`config.mk`:
```
export PLATFORM = sky130hd
export DESIGN_NAME = ssrf_parser
export DESIGN_NICKNAME = d
export VERILOG_FILES = /design/src/sv/ssrf_pkg.sv /design/src/sv/ssrf_parser.sv
export SDC_FILE = /design/constraint.sdc
export NUM_CORES = 1
export LEC_CHECK = 0
export BUFFER_PORTS_ARGS = -buffer_cell sky130_fd_sc_hd__buf_4
export CAP_MARGIN = 20
export CORE_MARGIN = 1
export CORE_UTILIZATION = 42
export CTS_CLUSTER_SIZE = 24
export DETAILED_ROUTE_END_ITERATION = 10
export GPL_ROUTABILITY_DRIVEN = 0
export PLACE_DENSITY = 0.74
export SYNTH_ARGS = -nofsm -noshare
export SYNTH_HDL_FRONTEND = slang
export SYNTH_SLANG_ARGS = --single-unit
export TNS_END_PERCENT = 10
```
`constraint.sdc`:
```
create_clock -name clock -period 2.1 [get_ports clock]
set_clock_uncertainty 0.15 [all_clocks]
set_input_delay 0 -clock clock [delete_from_list [all_inputs] [get_ports clock]]
set_output_delay 0 -clock clock [all_outputs]
set_load 0.01 [all_outputs]
```
`src/sv/ssrf_pkg.sv`:
```
package ssrf_pkg;

   // Bitmap geometry. PORT_SPACE may be any power of two from 256 up to 65536.
   localparam int PORT_SPACE = 65536;
   localparam int ROW_BITS = 64;
   localparam int ROW_SEL_W = $clog2(ROW_BITS);
   localparam int SLOT_W = $clog2(PORT_SPACE);
   localparam int ROW_COUNT = PORT_SPACE / ROW_BITS;
   localparam int ROW_ADDR_W = SLOT_W - ROW_SEL_W;

   // Frame layout.
   localparam int MIN_FRAME_BYTES = 51;
   localparam int POS_W = $clog2(MIN_FRAME_BYTES + 1);
   localparam int POS_ETYPE_HI = 12;
   localparam int POS_ETYPE_LO = 13;
   localparam int POS_IHL = 14;
   localparam int POS_PROTO = 23;
   localparam int POS_SRC_IP = 26;
   localparam int POS_DST_IP = 30;
   localparam int POS_PORT_HI = 34;
   localparam int POS_PORT_LO = 35;
   localparam int POS_FLAGS = 47;

   localparam logic [7:0] ETYPE_HI_VALUE = 8'h08;
   localparam logic [7:0] ETYPE_LO_VALUE = 8'h00;
   localparam logic [7:0] IHL_VALUE = 8'h45;
   localparam logic [7:0] PROTO_TCP = 8'h06;
   localparam int TCP_SYN_BIT = 1;
   localparam int TCP_ACK_BIT = 4;

   localparam int PORT_W = 16;
   localparam int COUNT_W = 16;
   localparam int ADDR_W = 32;
   localparam int MS_W = 32;
   localparam int CSR_INDEX_W = 2;
   localparam int CSR_DATA_W = 32;
   localparam int REQ_DATA_W = 8;
   localparam int RSP_DATA_W = 40;

   typedef enum logic [1:0] {
      OP_START = 2'd0,
      OP_BYTE  = 2'd1,
      OP_TICK  = 2'd2
   } op_type;

   typedef enum logic [CSR_INDEX_W-1:0] {
      CSR_TARGET  = 2'd0,
      CSR_OWN     = 2'd1,
      CSR_PROBES  = 2'd2,
      CSR_TIMEOUT = 2'd3
   } csr_index_type;

   typedef enum logic [2:0] {
      VERDICT_NONE      = 3'd0,
      VERDICT_DUPLICATE = 3'd1,
      VERDICT_CLOSED    = 3'd2,
      VERDICT_OPEN      = 3'd3,
      VERDICT_TIMEOUT   = 3'd4
   } verdict_type;

   typedef struct packed {
      logic                  frame_end;
      logic                  reply_ok;
      logic [PORT_W-1:0]     port;
      logic [7:0]            flags;
      logic                  fetch;
      logic [ROW_ADDR_W-1:0] fetch_row;
   } frame_info_type;

   typedef struct packed {
      verdict_type        verdict;
      logic [PORT_W-1:0]  reply_port;
      logic [COUNT_W-1:0] remaining;
      logic               scan_done;
   } result_type;

endpackage

```
`src/sv/ssrf_parser.sv`:
```
module ssrf_parser (
   input  logic                           clock,
   input  logic                           reset,
   input  logic                           byte_accept,
   input  logic [7:0]                     frame_byte,
   input  logic                           frame_last,
   input  logic [ssrf_pkg::ADDR_W-1:0]    target_address,
   input  logic [ssrf_pkg::ADDR_W-1:0]    own_address,
   output ssrf_pkg::frame_info_type       info
);
   import ssrf_pkg::*;

   logic [POS_W-1:0]  pos_ff, pos_in;
   logic              match_ff, match_in;
   logic [PORT_W-1:0] port_ff, port_in;
   logic [7:0]        flags_ff, flags_in;

   logic              check;
   logic [7:0]        expect_byte;
   logic              match_now;
   logic [PORT_W-1:0] port_now;
   logic [7:0]        flags_now;
   logic [SLOT_W-1:0] slot_now;

   always_comb begin
      check = 1'b1;
      expect_byte = 8'h00;
      port_now = port_ff;
      flags_now = flags_ff;
      case (pos_ff)
         POS_W'(POS_ETYPE_HI):   expect_byte = ETYPE_HI_VALUE;
         POS_W'(POS_ETYPE_LO):   expect_byte = ETYPE_LO_VALUE;
         POS_W'(POS_IHL):        expect_byte = IHL_VALUE;
         POS_W'(POS_PROTO):      expect_byte = PROTO_TCP;
         POS_W'(POS_SRC_IP):     expect_byte = target_address[31:24];
         POS_W'(POS_SRC_IP + 1): expect_byte = target_address[23:16];
         POS_W'(POS_SRC_IP + 2): expect_byte = target_address[15:8];
         POS_W'(POS_SRC_IP + 3): expect_byte = target_address[7:0];
         POS_W'(POS_DST_IP):     expect_byte = own_address[31:24];
         POS_W'(POS_DST_IP + 1): expect_byte = own_address[23:16];
         POS_W'(POS_DST_IP + 2): expect_byte = own_address[15:8];
         POS_W'(POS_DST_IP + 3): expect_byte = own_address[7:0];
         POS_W'(POS_PORT_HI): begin
            check = 1'b0;
            port_now = {frame_byte, port_ff[7:0]};
         end
         POS_W'(POS_PORT_LO): begin
            check = 1'b0;
            port_now = {port_ff[15:8], frame_byte};
         end
         POS_W'(POS_FLAGS): begin
            check = 1'b0;
            flags_now = frame_byte;
         end
         default: check = 1'b0;
      endcase

      match_now = match_ff && !(check && (expect_byte != frame_byte));
      slot_now = port_now[SLOT_W-1:0];

      info.frame_end = byte_accept && frame_last;
      info.reply_ok = match_now && (pos_ff >= POS_W'(MIN_FRAME_BYTES - 1));
      info.port = port_now;
      info.flags = flags_now;
      // Once the low port byte is in, the bitmap row is fetched ahead of the frame end.
      info.fetch = byte_accept && (pos_ff == POS_W'(POS_PORT_LO));
      info.fetch_row = slot_now[SLOT_W-1:ROW_SEL_W];

      pos_in = pos_ff;
      match_in = match_ff;
      port_in = port_ff;
      flags_in = flags_ff;
      if (byte_accept) begin
         if (frame_last) begin
            pos_in = '0;
            match_in = 1'b1;
            port_in = '0;
            flags_in = '0;
         end else begin
            if (pos_ff < POS_W'(MIN_FRAME_BYTES)) begin
               pos_in = pos_ff + 1'b1;
            end
            match_in = match_now;
            port_in = port_now;
            flags_in = flags_now;
         end
      end
   end

   always_ff @(posedge clock) begin
      if (reset) begin
         pos_ff <= '0;
         match_ff <= 1'b1;
         port_ff <= '0;
         flags_ff <= '0;
      end else begin
         pos_ff <= pos_in;
         match_ff <= match_in;
         port_ff <= port_in;
         flags_ff <= flags_in;
      end
   end

endmodule

```
==> results by group <==
Critical path
  – Critical Path End Type: flip-flop
  – Critical path required time: 2.12 ns
  – Worst-path fanout max: 8
  – CP max-delay cell: dfxtp_4
  – Most frequent CP cell: buf_12
  – CP startpoint kind: flip-flop
  – Largest stage delay on the critical path: 0.37 ns
  – CP arrival: 2.19 ns
  – CP Cell Sequence: buf_6 > ha_4 > buf_12 > buf_12 > a22oi_1 > a21oi_1 > o311ai_2 > o41ai_2 > nand4_1 > o21ai_1
  – WS Path Type: reg -> reg
  – Flop-to-flop setup slack: -0.07 ns

Synthesis
  – Yosys top cell area share: 26.24%
  – Ys Warns: 0
  – Cells after Synth: 286
  – Sequential area share after synthesis: 26.24%
  – Seq cells post-synth: 31
  – Leading area contributor after synthesis: dfxtp_1
  – Syn nets: 366
  – Library cells used by synthesis: 51
  – Syn Std Cell Area: 2365 um^2
  – Number of synthesized flops with an enable pin: 0
  – Mean post-synth cell area: 8.268 um^2
  – Most area-consuming cells after synthesis: dfxtp_1 26%, a22oi_1 12%, a22o_1 5.9%
  – Synth Flop Type: dfxtp_1
  – FFs w/ async S/R, synth: 0%

Detailed routing
  – Routed len/inst: 17.78 um
  – Vias per cell: 6.026
  – DR pass1 iterations: 6
  – WL final: 8941 um
  – Total number of vias: 3,031
  – Post-route ant nets: 0
  – Initial DRC Count: 198
  – DR DRC count: 0

CTS
  – Clk_lat worst skew: 0.28 ns
  – CTS Sinks: 31
  – CTS Buf Count: 5
  – CTS clk-pin slew, worst paths: 0.07 ns
  – CTS tree: built
  – Root buf cell: clkbuf_8
  – Maximum clock insertion buffer count: 2
  – # H-tree levels: 2

Die
  – Core Region: 5270 um^2
  – Die area: 5934 um^2
  – Die Ht: 77.04 um
  – Die width: 77.04 um
  – IO Pins: 113
  – # rows: 26
  – Starting Density: 44.87%

Cells and area
  – Nets@finish: 512
  – Post-route design area: 4120 um^2
  – Non-filler cells, final: 503
  – # fillers: 371
  – Layout area overhead: 74.23%
  – Final Core Density: 78.18%
  – Layout cells sized above 1: 55.66%
  – N_diodes: 0

Place
  – Pre-CTS setup slack: -0.1842 ns
  – Buffers on Ports: 112
  – DP Cell Count: 474
  – Placement-stage cell area: 3411 um^2
  – Dpl hpwl: 6000 um

Power and ir drop
  – Leak: 1.785 nW
  – Pwr Total: 1.339 mW
  – Worst VDD drop: 0.3219 mV
  – Pwr dens: 325.0 nW/um^2

Timing
  – Final setup viols: 10
  – Fmax achieved: 0.4611 GHz
  – Slew headroom: 69.90%
  – RSZ-0062 raised after global routing: yes
  – Final min period: 2.169 ns
  – Hold Fails Final Rpt: 0
  – Final period utilization: 103.3%
  – Sum Neg Setup Slack: -0.5203 ns
  – Worst slew pin tran: 0.4508 ns
  – Final worst slack: -0.06852 ns
  – Hold Slack: 0.003694 ns
  – Max-slew violations: 0

Global route
  – Initial antenna violation count: 0
  – Pin count of the biggest net entering global routing: 30
  – GRT overflow: 0
  – Global-route wire length before repair: 13,380 um
  – Global-route total usage across every layer: 27.81%
  – Vias in the first global route: 2,783

Min path
  – Min-delay worst type: in -> reg

Outcome
  – Failing checks: negative setup slack
  – Status: complete, but fails checks

Flow run
  – Max_cap viols: 0
[state kept, by name, indices dropped and copies added (netlist names)]
signal / flops
flags_ff: 8
match_ff: 1
port_ff: 16
pos_ff: 6
[report_power, final]
group	total, mW	leakage, nW	internal, mW	switching, mW
Combinational	0.289	1.49	0.158	0.131
Sequential	0.589	0.254	0.585	0.00377
Clock	0.461	0.0422	0.233	0.228
[worst paths after layout]
check,startpoint,to,cells past startpoint
setup / recovery,pos_ff[1],match_ff,10
hold / removal,frame_byte[4],port_ff[4],4
setup reg to reg,pos_ff[1],match_ff,10
hold reg to reg,flags_ff[2],flags_ff[2],2
[Yosys cell counts (2+ instances only)]
library cell  number
ha_1               4
o41ai_1            4
buf_2              3
xor2_1             5
buf_4             10
inv_2              2
nand2b_1           4
nor2_1            36
a22o_1            16
nand2_4            2
nor4_1             3
nor2_8             2
inv_1              5
nor2b_1            3
dfxtp_1           31
o22ai_1            4
nand4b_1           3
or4_1              2
nand4_1            6
o311ai_1           2
o21ai_0            4
nand3b_1           2
buf_1              2
a22oi_2            8
a22oi_1           38
a21oi_1           19
mux2_2             8
nand2_1           12
clkbuf_1          15
a31o_1             2
nor3_1             2
and3_1             8
[per-layer routing]
layer  up-vias  GRT usage, %  routed length, um
li1       1386             -                  -
met1      1460         34.68               3609
met2       161         49.02               4467
met3        24         4.762                646
met4         0         7.358                218
met5         -             0                  0
[worst max-delay path: cells and delay by family, from the launching register on]
| kind | cells | cell delay [ns] |
|---|---|---|
| AOI/OAI and AO/OA | 5 | 0.85 |
| buffers and inverters | 3 | 0.39 |
| DFF | 1 | 0.37 |
| adders and majority gates | 1 | 0.20 |
| and+or+nand+nor | 1 | 0.10 |
[layout by cell type, fill, tap and decap left out, types with 3 or more instances in the layout]
master,n
a22oi_2,19
a22o_1,7
nand4b_1,3
nand4_1,6
o21ai_0,4
xor2_1,5
nand2b_1,4
nor2_1,35
a22oi_1,27
o41ai_1,3
nor2b_1,3
o22ai_2,3
buf_12,4
buf_6,23
a21oi_2,4
dfxtp_4,4
clkbuf_8,5
ha_4,4
nand2_1,12
a21oi_1,15
dfxtp_1,25
a22o_4,9
buf_4,133
mux2_2,8
and3_1,8
inv_2,3
dlygate4sd3_1,9
[cells by family (layout without fill, tap and decap cells)]
logic type	count (synthesis)	count (layout)	share of synthesized area, %
AO/OA/AOI/OAI	107	107	35.03
AND/OR/NAND/NOR	93	93	22.86
buffers and inverters	38	185	8.095
flip-flops	31	31	26.24
multiplexers	8	8	3.810
XOR/XNOR	5	5	1.852
adder cells (fa/ha/maj)	4	4	2.116
[area by class of cell]
type / count / area [um^2] / share of cell area (%)
multi-input combinational: 217 / 1828 / 44.37
timing repair buffer: 170 / 1453 / 35.26
sequential: 31 / 638.1 / 15.49
tap: 70 / 87.58 / 2.126
clock buffer: 7 / 76.32 / 1.852
inverter: 7 / 32.53 / 0.7896
clock inverter: 1 / 5.005 / 0.1215
[repair_timing]
action,in CTS,in global routing
endpoints found under the setup margin,35,28
hold buffers,9,0
resized for setup,27,58
gates cloned,0,1
endpoints found under the hold margin,31,0
buffers inserted,6,9
pin swaps,7,29
Note: power is estimated with default switching activity, not from simulation.
