### src/sv/ssrf_pkg.sv
package ssrf_pkg;

   // Bitmap geometry. PORT_SPACE may be any power of two from 256 up to 65536.
   localparam int PORT_SPACE = 65536;
   localparam int ROW_BITS = 64;
   localparam int ROW_SEL_W = $clog2(ROW_BITS);
   localparam int SLOT_W = $clog2(PORT_SPACE);
   localparam int ROW_COUNT = PORT_SPACE / ROW_BITS;
   localparam int ROW_ADDR_W = SLOT_W - ROW_SEL_W;

   // Frame layout.
   localparam int MIN_FRAME_BYTES = 51;
   localparam int POS_W = $clog2(MIN_FRAME_BYTES + 1);
   localparam int POS_ETYPE_HI = 12;
   localparam int POS_ETYPE_LO = 13;
   localparam int POS_IHL = 14;
   localparam int POS_PROTO = 23;
   localparam int POS_SRC_IP = 26;
   localparam int POS_DST_IP = 30;
   localparam int POS_PORT_HI = 34;
   localparam int POS_PORT_LO = 35;
   localparam int POS_FLAGS = 47;

   localparam logic [7:0] ETYPE_HI_VALUE = 8'h08;
   localparam logic [7:0] ETYPE_LO_VALUE = 8'h00;
   localparam logic [7:0] IHL_VALUE = 8'h45;
   localparam logic [7:0] PROTO_TCP = 8'h06;
   localparam int TCP_SYN_BIT = 1;
   localparam int TCP_ACK_BIT = 4;

   localparam int PORT_W = 16;
   localparam int COUNT_W = 16;
   localparam int ADDR_W = 32;
   localparam int MS_W = 32;
   localparam int CSR_INDEX_W = 2;
   localparam int CSR_DATA_W = 32;
   localparam int REQ_DATA_W = 8;
   localparam int RSP_DATA_W = 40;

   typedef enum logic [1:0] {
      OP_START = 2'd0,
      OP_BYTE  = 2'd1,
      OP_TICK  = 2'd2
   } op_type;

   typedef enum logic [CSR_INDEX_W-1:0] {
      CSR_TARGET  = 2'd0,
      CSR_OWN     = 2'd1,
      CSR_PROBES  = 2'd2,
      CSR_TIMEOUT = 2'd3
   } csr_index_type;

   typedef enum logic [2:0] {
      VERDICT_NONE      = 3'd0,
      VERDICT_DUPLICATE = 3'd1,
      VERDICT_CLOSED    = 3'd2,
      VERDICT_OPEN      = 3'd3,
      VERDICT_TIMEOUT   = 3'd4
   } verdict_type;

   typedef struct packed {
      logic                  frame_end;
      logic                  reply_ok;
      logic [PORT_W-1:0]     port;
      logic [7:0]            flags;
      logic                  fetch;
      logic [ROW_ADDR_W-1:0] fetch_row;
   } frame_info_type;

   typedef struct packed {
      verdict_type        verdict;
      logic [PORT_W-1:0]  reply_port;
      logic [COUNT_W-1:0] remaining;
      logic               scan_done;
   } result_type;

endpackage

### src/sv/ssrf_out_fifo.sv
module ssrf_out_fifo (
   input  logic                  clock,
   input  logic                  reset,
   input  logic                  push,
   input  ssrf_pkg::result_type  push_data,
   output logic                  has_room,
   output logic                  out_valid,
   input  logic                  out_ready,
   output ssrf_pkg::result_type  out_data
);
   import ssrf_pkg::*;

   result_type entry_ff [2];
   logic       wr_ptr_ff, wr_ptr_in;
   logic       rd_ptr_ff, rd_ptr_in;
   logic [1:0] count_ff, count_in;
   logic       pop;

   always_comb begin
      pop = out_valid && out_ready;
      wr_ptr_in = wr_ptr_ff ^ push;
      rd_ptr_in = rd_ptr_ff ^ pop;
      count_in = count_ff + 2'(push) - 2'(pop);
   end

   always_ff @(posedge clock) begin
      if (reset) begin
         wr_ptr_ff <= 1'b0;
         rd_ptr_ff <= 1'b0;
         count_ff <= '0;
      end else begin
         wr_ptr_ff <= wr_ptr_in;
         rd_ptr_ff <= rd_ptr_in;
         count_ff <= count_in;
      end
   end

   always_ff @(posedge clock) begin
      if (push) begin
         entry_ff[wr_ptr_ff] <= push_data;
      end
   end

   assign has_room = (count_ff != 2'd2);
   assign out_valid = (count_ff != 2'd0);
   assign out_data = entry_ff[rd_ptr_ff];

endmodule

### config.mk
export PLATFORM = sky130hd
export DESIGN_NAME = ssrf_out_fifo
export DESIGN_NICKNAME = d
export VERILOG_FILES = /design/src/sv/ssrf_pkg.sv /design/src/sv/ssrf_out_fifo.sv
export SDC_FILE = /design/constraint.sdc
export NUM_CORES = 1
export LEC_CHECK = 0
export BUFFER_PORTS_ARGS = -buffer_cell sky130_fd_sc_hd__buf_4
export CAP_MARGIN = 20
export CORE_MARGIN = 4
export CORE_UTILIZATION = 51
export DETAILED_ROUTE_END_ITERATION = 16
export GPL_ROUTABILITY_DRIVEN = 0
export PLACE_DENSITY_LB_ADDON = 0.15
export SLEW_MARGIN = 10
export SYNTH_ARGS = -nofsm -noshare
export SYNTH_HDL_FRONTEND = slang
export SYNTH_SLANG_ARGS = --single-unit
### constraint.sdc
create_clock -name clock -period 2.3 [get_ports clock]
set_clock_uncertainty 0.2 [all_clocks]
set_input_delay 0.46 -clock clock [delete_from_list [all_inputs] [get_ports clock]]
set_output_delay 0.46 -clock clock [all_outputs]
set_load 0.01 [all_outputs]
==> results of run 1 <==
-- per-stage QoR --
stage	cells	instance area (sq um)	hold slack [ps]
final	295	3674	109.4
after global routing	295	3674	89.15
after CTS	295	3674	95.34
after detailed placement	279	3491	367.0
after global placement	279	3491	352.6
after floorplan	133	2823	319.5
-- how the worst max path moves through the flow --
stage	end	slack [ps]	cells after the start
after detailed placement	out_data[27]	560	3
after floorplan	entry_ff[0][0]	320	1
after global routing	out_data[27]	160	3
after global placement	out_data[21]	580	3
final	out_data[27]	220	3
after CTS	out_data[27]	190	3
-- area by class of cell --
| class | instances | area share |
|---|---|---|
| well taps | 70 | 0.02384 |
| clock inverters | 6 | 0.01499 |
| clock buffers | 10 | 0.03474 |
| repair buffers | 80 | 0.1669 |
| flip-flops and latches | 76 | 0.6107 |
| multi-input cells | 50 | 0.1458 |
| inverters | 3 | 0.003065 |
-- synthesized netlist by cell type, drive strengths merged --
master	number
mux2	37
dfxtp	4
nor2	3
xnor3	1
or2	1
nand2	1
ha	4
o21a	1
edfxtp	72
inv	3
buf	4
nor2b	2
-- routing by layer --
metal	global-route usage	wire length (um)	vias to the layer above
met5	0	0	-
met3	0.04230	359	8
met4	0.07973	67	0
met1	0.1466	1599	693
li1	-	-	689
met2	0.2804	2668	47
-- registers in the layout, summed over array words and instances (netlist names) --
signal     cells
count_ff       2
rd_ptr_ff      1
entry_ff      72
wr_ptr_ff      1
-- logic make-up (layout without fill, tap and decap cells) --
family	count (synthesis)	after routing
fa+ha+maj	4	4
mux	37	37
buf+inv	7	99
xor+xnor	1	1
simple gates	7	7
compound gates	1	1
flops	76	76
-- power by group through the flow --
stage	registers (uW)	clock network, uW	logic, uW
2_1_floorplan	1680	0	504
3_3_place_gp	1690	0	830
3_5_place_dp	1700	0	856
4_1_cts	1670	945	864
5_1_grt	1670	1010	918
6_report	1670	917	840
-- worst max-delay path: stages, from the launching register on --
cell     delay [ps]
dfxtp_2         350
buf_12          220
mux2_2          370
buf_4           150
==> reports/qor.csv, run 1 <==
stage,metric,value,unit
synthesis,adder-cell share of the synthesized area,0.01773,
final_layout,"commonest non-fill, non-tap cell in the layout",buf_4,
sta,Fin Setup TNS,0,ps
final_layout,# diodes,0,
clocking,Post-CTS Setup Bufs,0,
grt,vias in the first global route,1539,
power,"Power, Total",3422,uW
sta,Final Worst Setup Slack,217.0,ps
clocking,clk sink count,76,
synthesis,area share of the largest cell type after synthesis,0.7660,
sta,fin crit period,2083,ps
synthesis,syn avg cell area,21.22,sq um
worst_setup_path,R2R cell count,6,
die,overall die height,82.40,um
clocking,CTS tree,built,
grt,initial antenna violation count,0,
grt,largest net degree at the start of global routing,39,
grt,Tot GR Track Use,0.1497,
sta,endpoints failing setup,0,
power,Logic pwr share,0.245,
clocking,CTS resizes,0,
synthesis,Syn Nets,177,
worst_setup_path,worst reg2reg setup slack,730,ps
power,clock power share,0.268,
die,total die area,6789,sq um
power,Switching Share,0.2392,
grt,gr ovfl total,0,
flow_run,max-cap violations,0,
sta,RSZ-0062 raised after global routing,false,
power,maximum vdd drop,739.5,uV
worst_setup_path,critical path class,flop to primary output,
worst_setup_path,worst r2r src,count_ff[1],
power,P_leak,0.001395,uW
power,Power Internal,2603,uW
synthesis,Post-Synthesis Cell Area,2823,sq um
worst_hold_path,hold depth,1,
synthesis,post-synthesis xor/xnor area fraction,0.007979,
worst_hold_path,Hold EP,entry_ff[0][13],
die,Die X,82.40,um
worst_setup_path,crit path max fanout,38,
sta,Max-slew headroom,0.6837,
synthesis,main area contributors after synthesis,"edfxtp_1 77%, mux2_2 15%, dfxtp_1 2.8%",
die,Initial Utilization,0.5389,
synthesis,"Distinct cells, synth",13,
clocking,"CTS clk-pin slew, worst paths",70,ps
synthesis,post-synth top area cell,edfxtp_1,
worst_setup_path,CP endpoint kind,primary output,
final_layout,fillers,362,
sta,Max Transition Viols Final,0,
final_layout,area of the multi-input gates,535.5,sq um
power,Psw,818.6,uW
worst_setup_path,WP data required,1640,ps
worst_setup_path,Critical Path Source,rd_ptr_ff,
synthesis,Compound-Gate Fraction of Synth Area,0.002660,
grt,first-pass GRT wire length,7169,um
synthesis,Mapped Cells,133,
synthesis,Post-Synth Simple-Gate Area,0.01197,
sta,Slew @ Worst Pin,474.4,ps
route,drt first pass iters,5,
placement,Port Buf Inserts,77,
power,P per Cell Area,931.5,nW/um^2
placement,Post-Place Worst Slack,559.4,ps
final_layout,Reg area,2243,sq um
route,drt first-iter violations,25,
sta,fmax,480.1,MHz
synthesis,synth warn,0,
route,ANT nets after route,0,
worst_hold_path,Worst Hold Launch,push_data[13],
die,Core ar.,5238,sq um
final_layout,area grow syn2layout,30.14,%
clocking,CTS max path bufs,2,
die,# rows,26,
final_layout,layout cells sized above 1,0.5956,
placement,DPL Wire Length,3153,um
die,Ports,78,
route,Via density,4.871,
worst_setup_path,CP arrival,1420,ps
clocking,CTS buffer count,9,
route,# DRC,0,
route,drt total wl,4695,um
worst_setup_path,Critical Path Start Type,flop,
worst_hold_path,HP Class,primary input to flop,
clocking,htree depth,3,
final_layout,most frequent cells in the layout,"79 x buf_4, 72 x edfxtp_1, 37 x mux2_2",
route,wire per inst,15.92,um
clocking,CTS root buf,clkbuf_8,
synthesis,portion of netlist area occupied by mux cells,0.1476,
clocking,CTS Hold Bufs,0,
route,vias,1437,
sta,period utilisation layout,0.9057,
power,Reg power frac,0.487,
synthesis,main combinational cell family by area after synthesis,multiplexers,
synthesis,"Seq/Total Area, Yosys",0.7943,
synthesis,synthesized flop and latch total,76,
run_status,status,"complete, no violations",
final_layout,final core utilization,0.7014,
clocking,clk_lat worst skew,330,ps
sta,"Hold Vio Cnt, Final",0,
worst_setup_path,reg2reg end,count_ff[1],
final_layout,fin nets,264,
Power figures use the tool's default switching activity.
==> inputs of run 2 (changes only) <==
- ABC_AREA: default -> 1
- CORE_UTILIZATION: 51 -> 52
==> reports/qor.csv, run 2 <==
stage,metric,value,unit
worst_setup_path,CP arrival,1530,ps
worst_setup_path,WP data required,1640,ps
run_status,status,"complete, no violations",
worst_setup_path,critical path class,flop to primary output,
power,P per Cell Area,948.7,nW/um^2
final_layout,area grow syn2layout,30.88,%
synthesis,syn avg cell area,20.01,sq um
sta,Max-slew headroom,0.7827,
synthesis,synth warn,0,
synthesis,synth cell count leaders,"72 x edfxtp_1, 18 x mux2_2, 18 x mux2_4",
final_layout,Top reg by flops,entry_ff,
die,Core ar.,5270,sq um
synthesis,"Distinct cells, synth",12,
sta,Fin Setup TNS,0,ps
grt,initial antenna violation count,0,
route,drt total wl,4879,um
synthesis,Post-Synthesis Cell Area,2902,sq um
clocking,Post-CTS Setup Bufs,0,
clocking,CTS buffer count,9,
final_layout,most frequent cells in the layout,"79 x buf_4, 72 x edfxtp_1, 18 x mux2_4, 18 x mux2_2",
route,met2 wire len,2588,um
die,Initial Utilization,0.5506,
synthesis,Post-synth ARST share,0,
placement,DPL Wire Length,3454,um
flow_run,max-cap violations,0,
final_layout,"commonest non-fill, non-tap cell in the layout",buf_4,
power,"Power, Total",3602,uW
die,Die X,82.70,um
clocking,CTS Hold Bufs,0,
route,vias,1522,
sta,Final Worst Setup Slack,112.5,ps
synthesis,dominant cell by count in the synthesized netlist,edfxtp_1,
route,Via density,4.942,
route,ANT nets after route,0,
sta,Max Transition Viols Final,0,
sta,Slew @ Worst Pin,326.0,ps
clocking,CTS max path bufs,2,
grt,largest net degree at the start of global routing,27,
sta,"Hold Vio Cnt, Final",0,
synthesis,area share of the largest cell type after synthesis,0.7451,
sta,RSZ-0062 raised after global routing,false,
route,WL met3,321,um
final_layout,Largest register FFs,72,
grt,Tot GR Track Use,0.1511,
final_layout,final std cells w/o fill,308,
synthesis,Mapped Cells,145,
worst_hold_path,Worst Hold Launch,reset,
placement,DP Cell Count,292,
sta,fin crit period,2188,ps
sta,fmax,457.1,MHz
clocking,CTS root buf,clkbuf_8,
worst_setup_path,Critical Path Start Type,flop,
worst_setup_path,worst reg2reg setup slack,700,ps
die,total die area,6839,sq um
synthesis,Post-synth EDFFs,72,
final_layout,fin nets,277,
route,wire per inst,15.84,um
worst_setup_path,Critical Path Source,rd_ptr_ff,
route,Highest Signal Layer,met4,
route,drt first pass iters,4,
final_layout,layout cells sized above 1,0.5588,
synthesis,"Seq/Total Area, Yosys",0.7727,
final_layout,final core utilization,0.7206,
sta,period utilisation layout,0.9511,
grt,vias in the first global route,1573,
final_layout,# diodes,0,
route,Met1 Wirelength,1835,um
synthesis,Syn Nets,189,
die,Ports,78,
clocking,clk_lat worst skew,330,ps
worst_setup_path,worst r2r src,count_ff[1],
power,P_leak,0.001500,uW
clocking,htree depth,3,
synthesis,synthesized flop and latch total,76,
grt,first-pass GRT wire length,7314,um
die,overall die height,82.70,um
power,maximum vdd drop,672.9,uV
placement,Post-Place Worst Slack,465.6,ps
worst_setup_path,CP endpoint kind,primary output,
clocking,CTS resizes,0,
clocking,CTS tree,built,
sta,endpoints failing setup,0,
placement,Port Buf Inserts,77,
final_layout,Largest regs,"entry_ff: 72 flops, count_ff: 2 flops",
synthesis,main area contributors after synthesis,"edfxtp_1 75%, mux2_4 9.3%, mux2_2 7.0%",
clocking,clk sink count,76,
route,# DRC,0,
grt,gr ovfl total,0,
die,# rows,26,
synthesis,"Top FF cell, synth",edfxtp_1,
route,drt first-iter violations,71,
clocking,"CTS clk-pin slew, worst paths",70,ps
worst_setup_path,crit path max fanout,22,
synthesis,post-synth top area cell,edfxtp_1,
worst_hold_path,HP Class,primary input to flop,
[run 2: final cells by class]
cell class | instances | area (sq um)
fillers | 347 | 1473
flip-flops and latches | 76 | 2243
inverters | 9 | 33.78
clock buffers | 11 | 131.4
repair buffers | 81 | 633.1
well taps | 70 | 87.58
clock inverters | 5 | 76.32
multi-input cells | 56 | 591.8
[run 2: kinds of logic (layout without fill, tap and decap cells)]
group                      count (synthesis)  in the layout  synth area share
buffers and inverters                     13            106           0.02501
adders and majority gates                  4              4           0.01725
and+or+nand+nor                           15             15           0.02027
muxes                                     36             36            0.1630
DFF                                       76             76            0.7727
AOI/OAI and AO/OA                          1              1          0.001723
[run 2: critical path, stage by stage, from the launching register on]
cell and delay [ps]:
dfxtp_2 340, buf_4 310, mux2_2 380, buf_4 150
[run 2: path summary, 6_finish.rpt]
check,endpoint,cells after the start
worst max register to register,count_ff[1],9
worst min-delay path,wr_ptr_ff,2
worst max-delay path,out_data[16],3
worst min register to register,wr_ptr_ff,3
[run 2: per-stage QoR]
stage | hold WS, ps | area [sq um]
5_1_grt | 83.86 | 3797
3_3_place_gp | 338.7 | 3590
2_1_floorplan | 319.5 | 2902
4_1_cts | 84.42 | 3797
3_5_place_dp | 376.7 | 3590
6_report | 100.0 | 3797
[run 2: metal layers]
metal	global-route usage	up-vias
met5	0	-
met4	0.08333	0
met3	0.04772	13
met2	0.2668	52
met1	0.1586	737
li1	-	720
[run 2: power by group]
group          total (uW)  leakage, uW  switching (uW)  internal [uW]
Sequential           1660     0.000709            32.0           1620
Combinational         891     0.000690             398            493
Clock                1050     0.000101             448            606
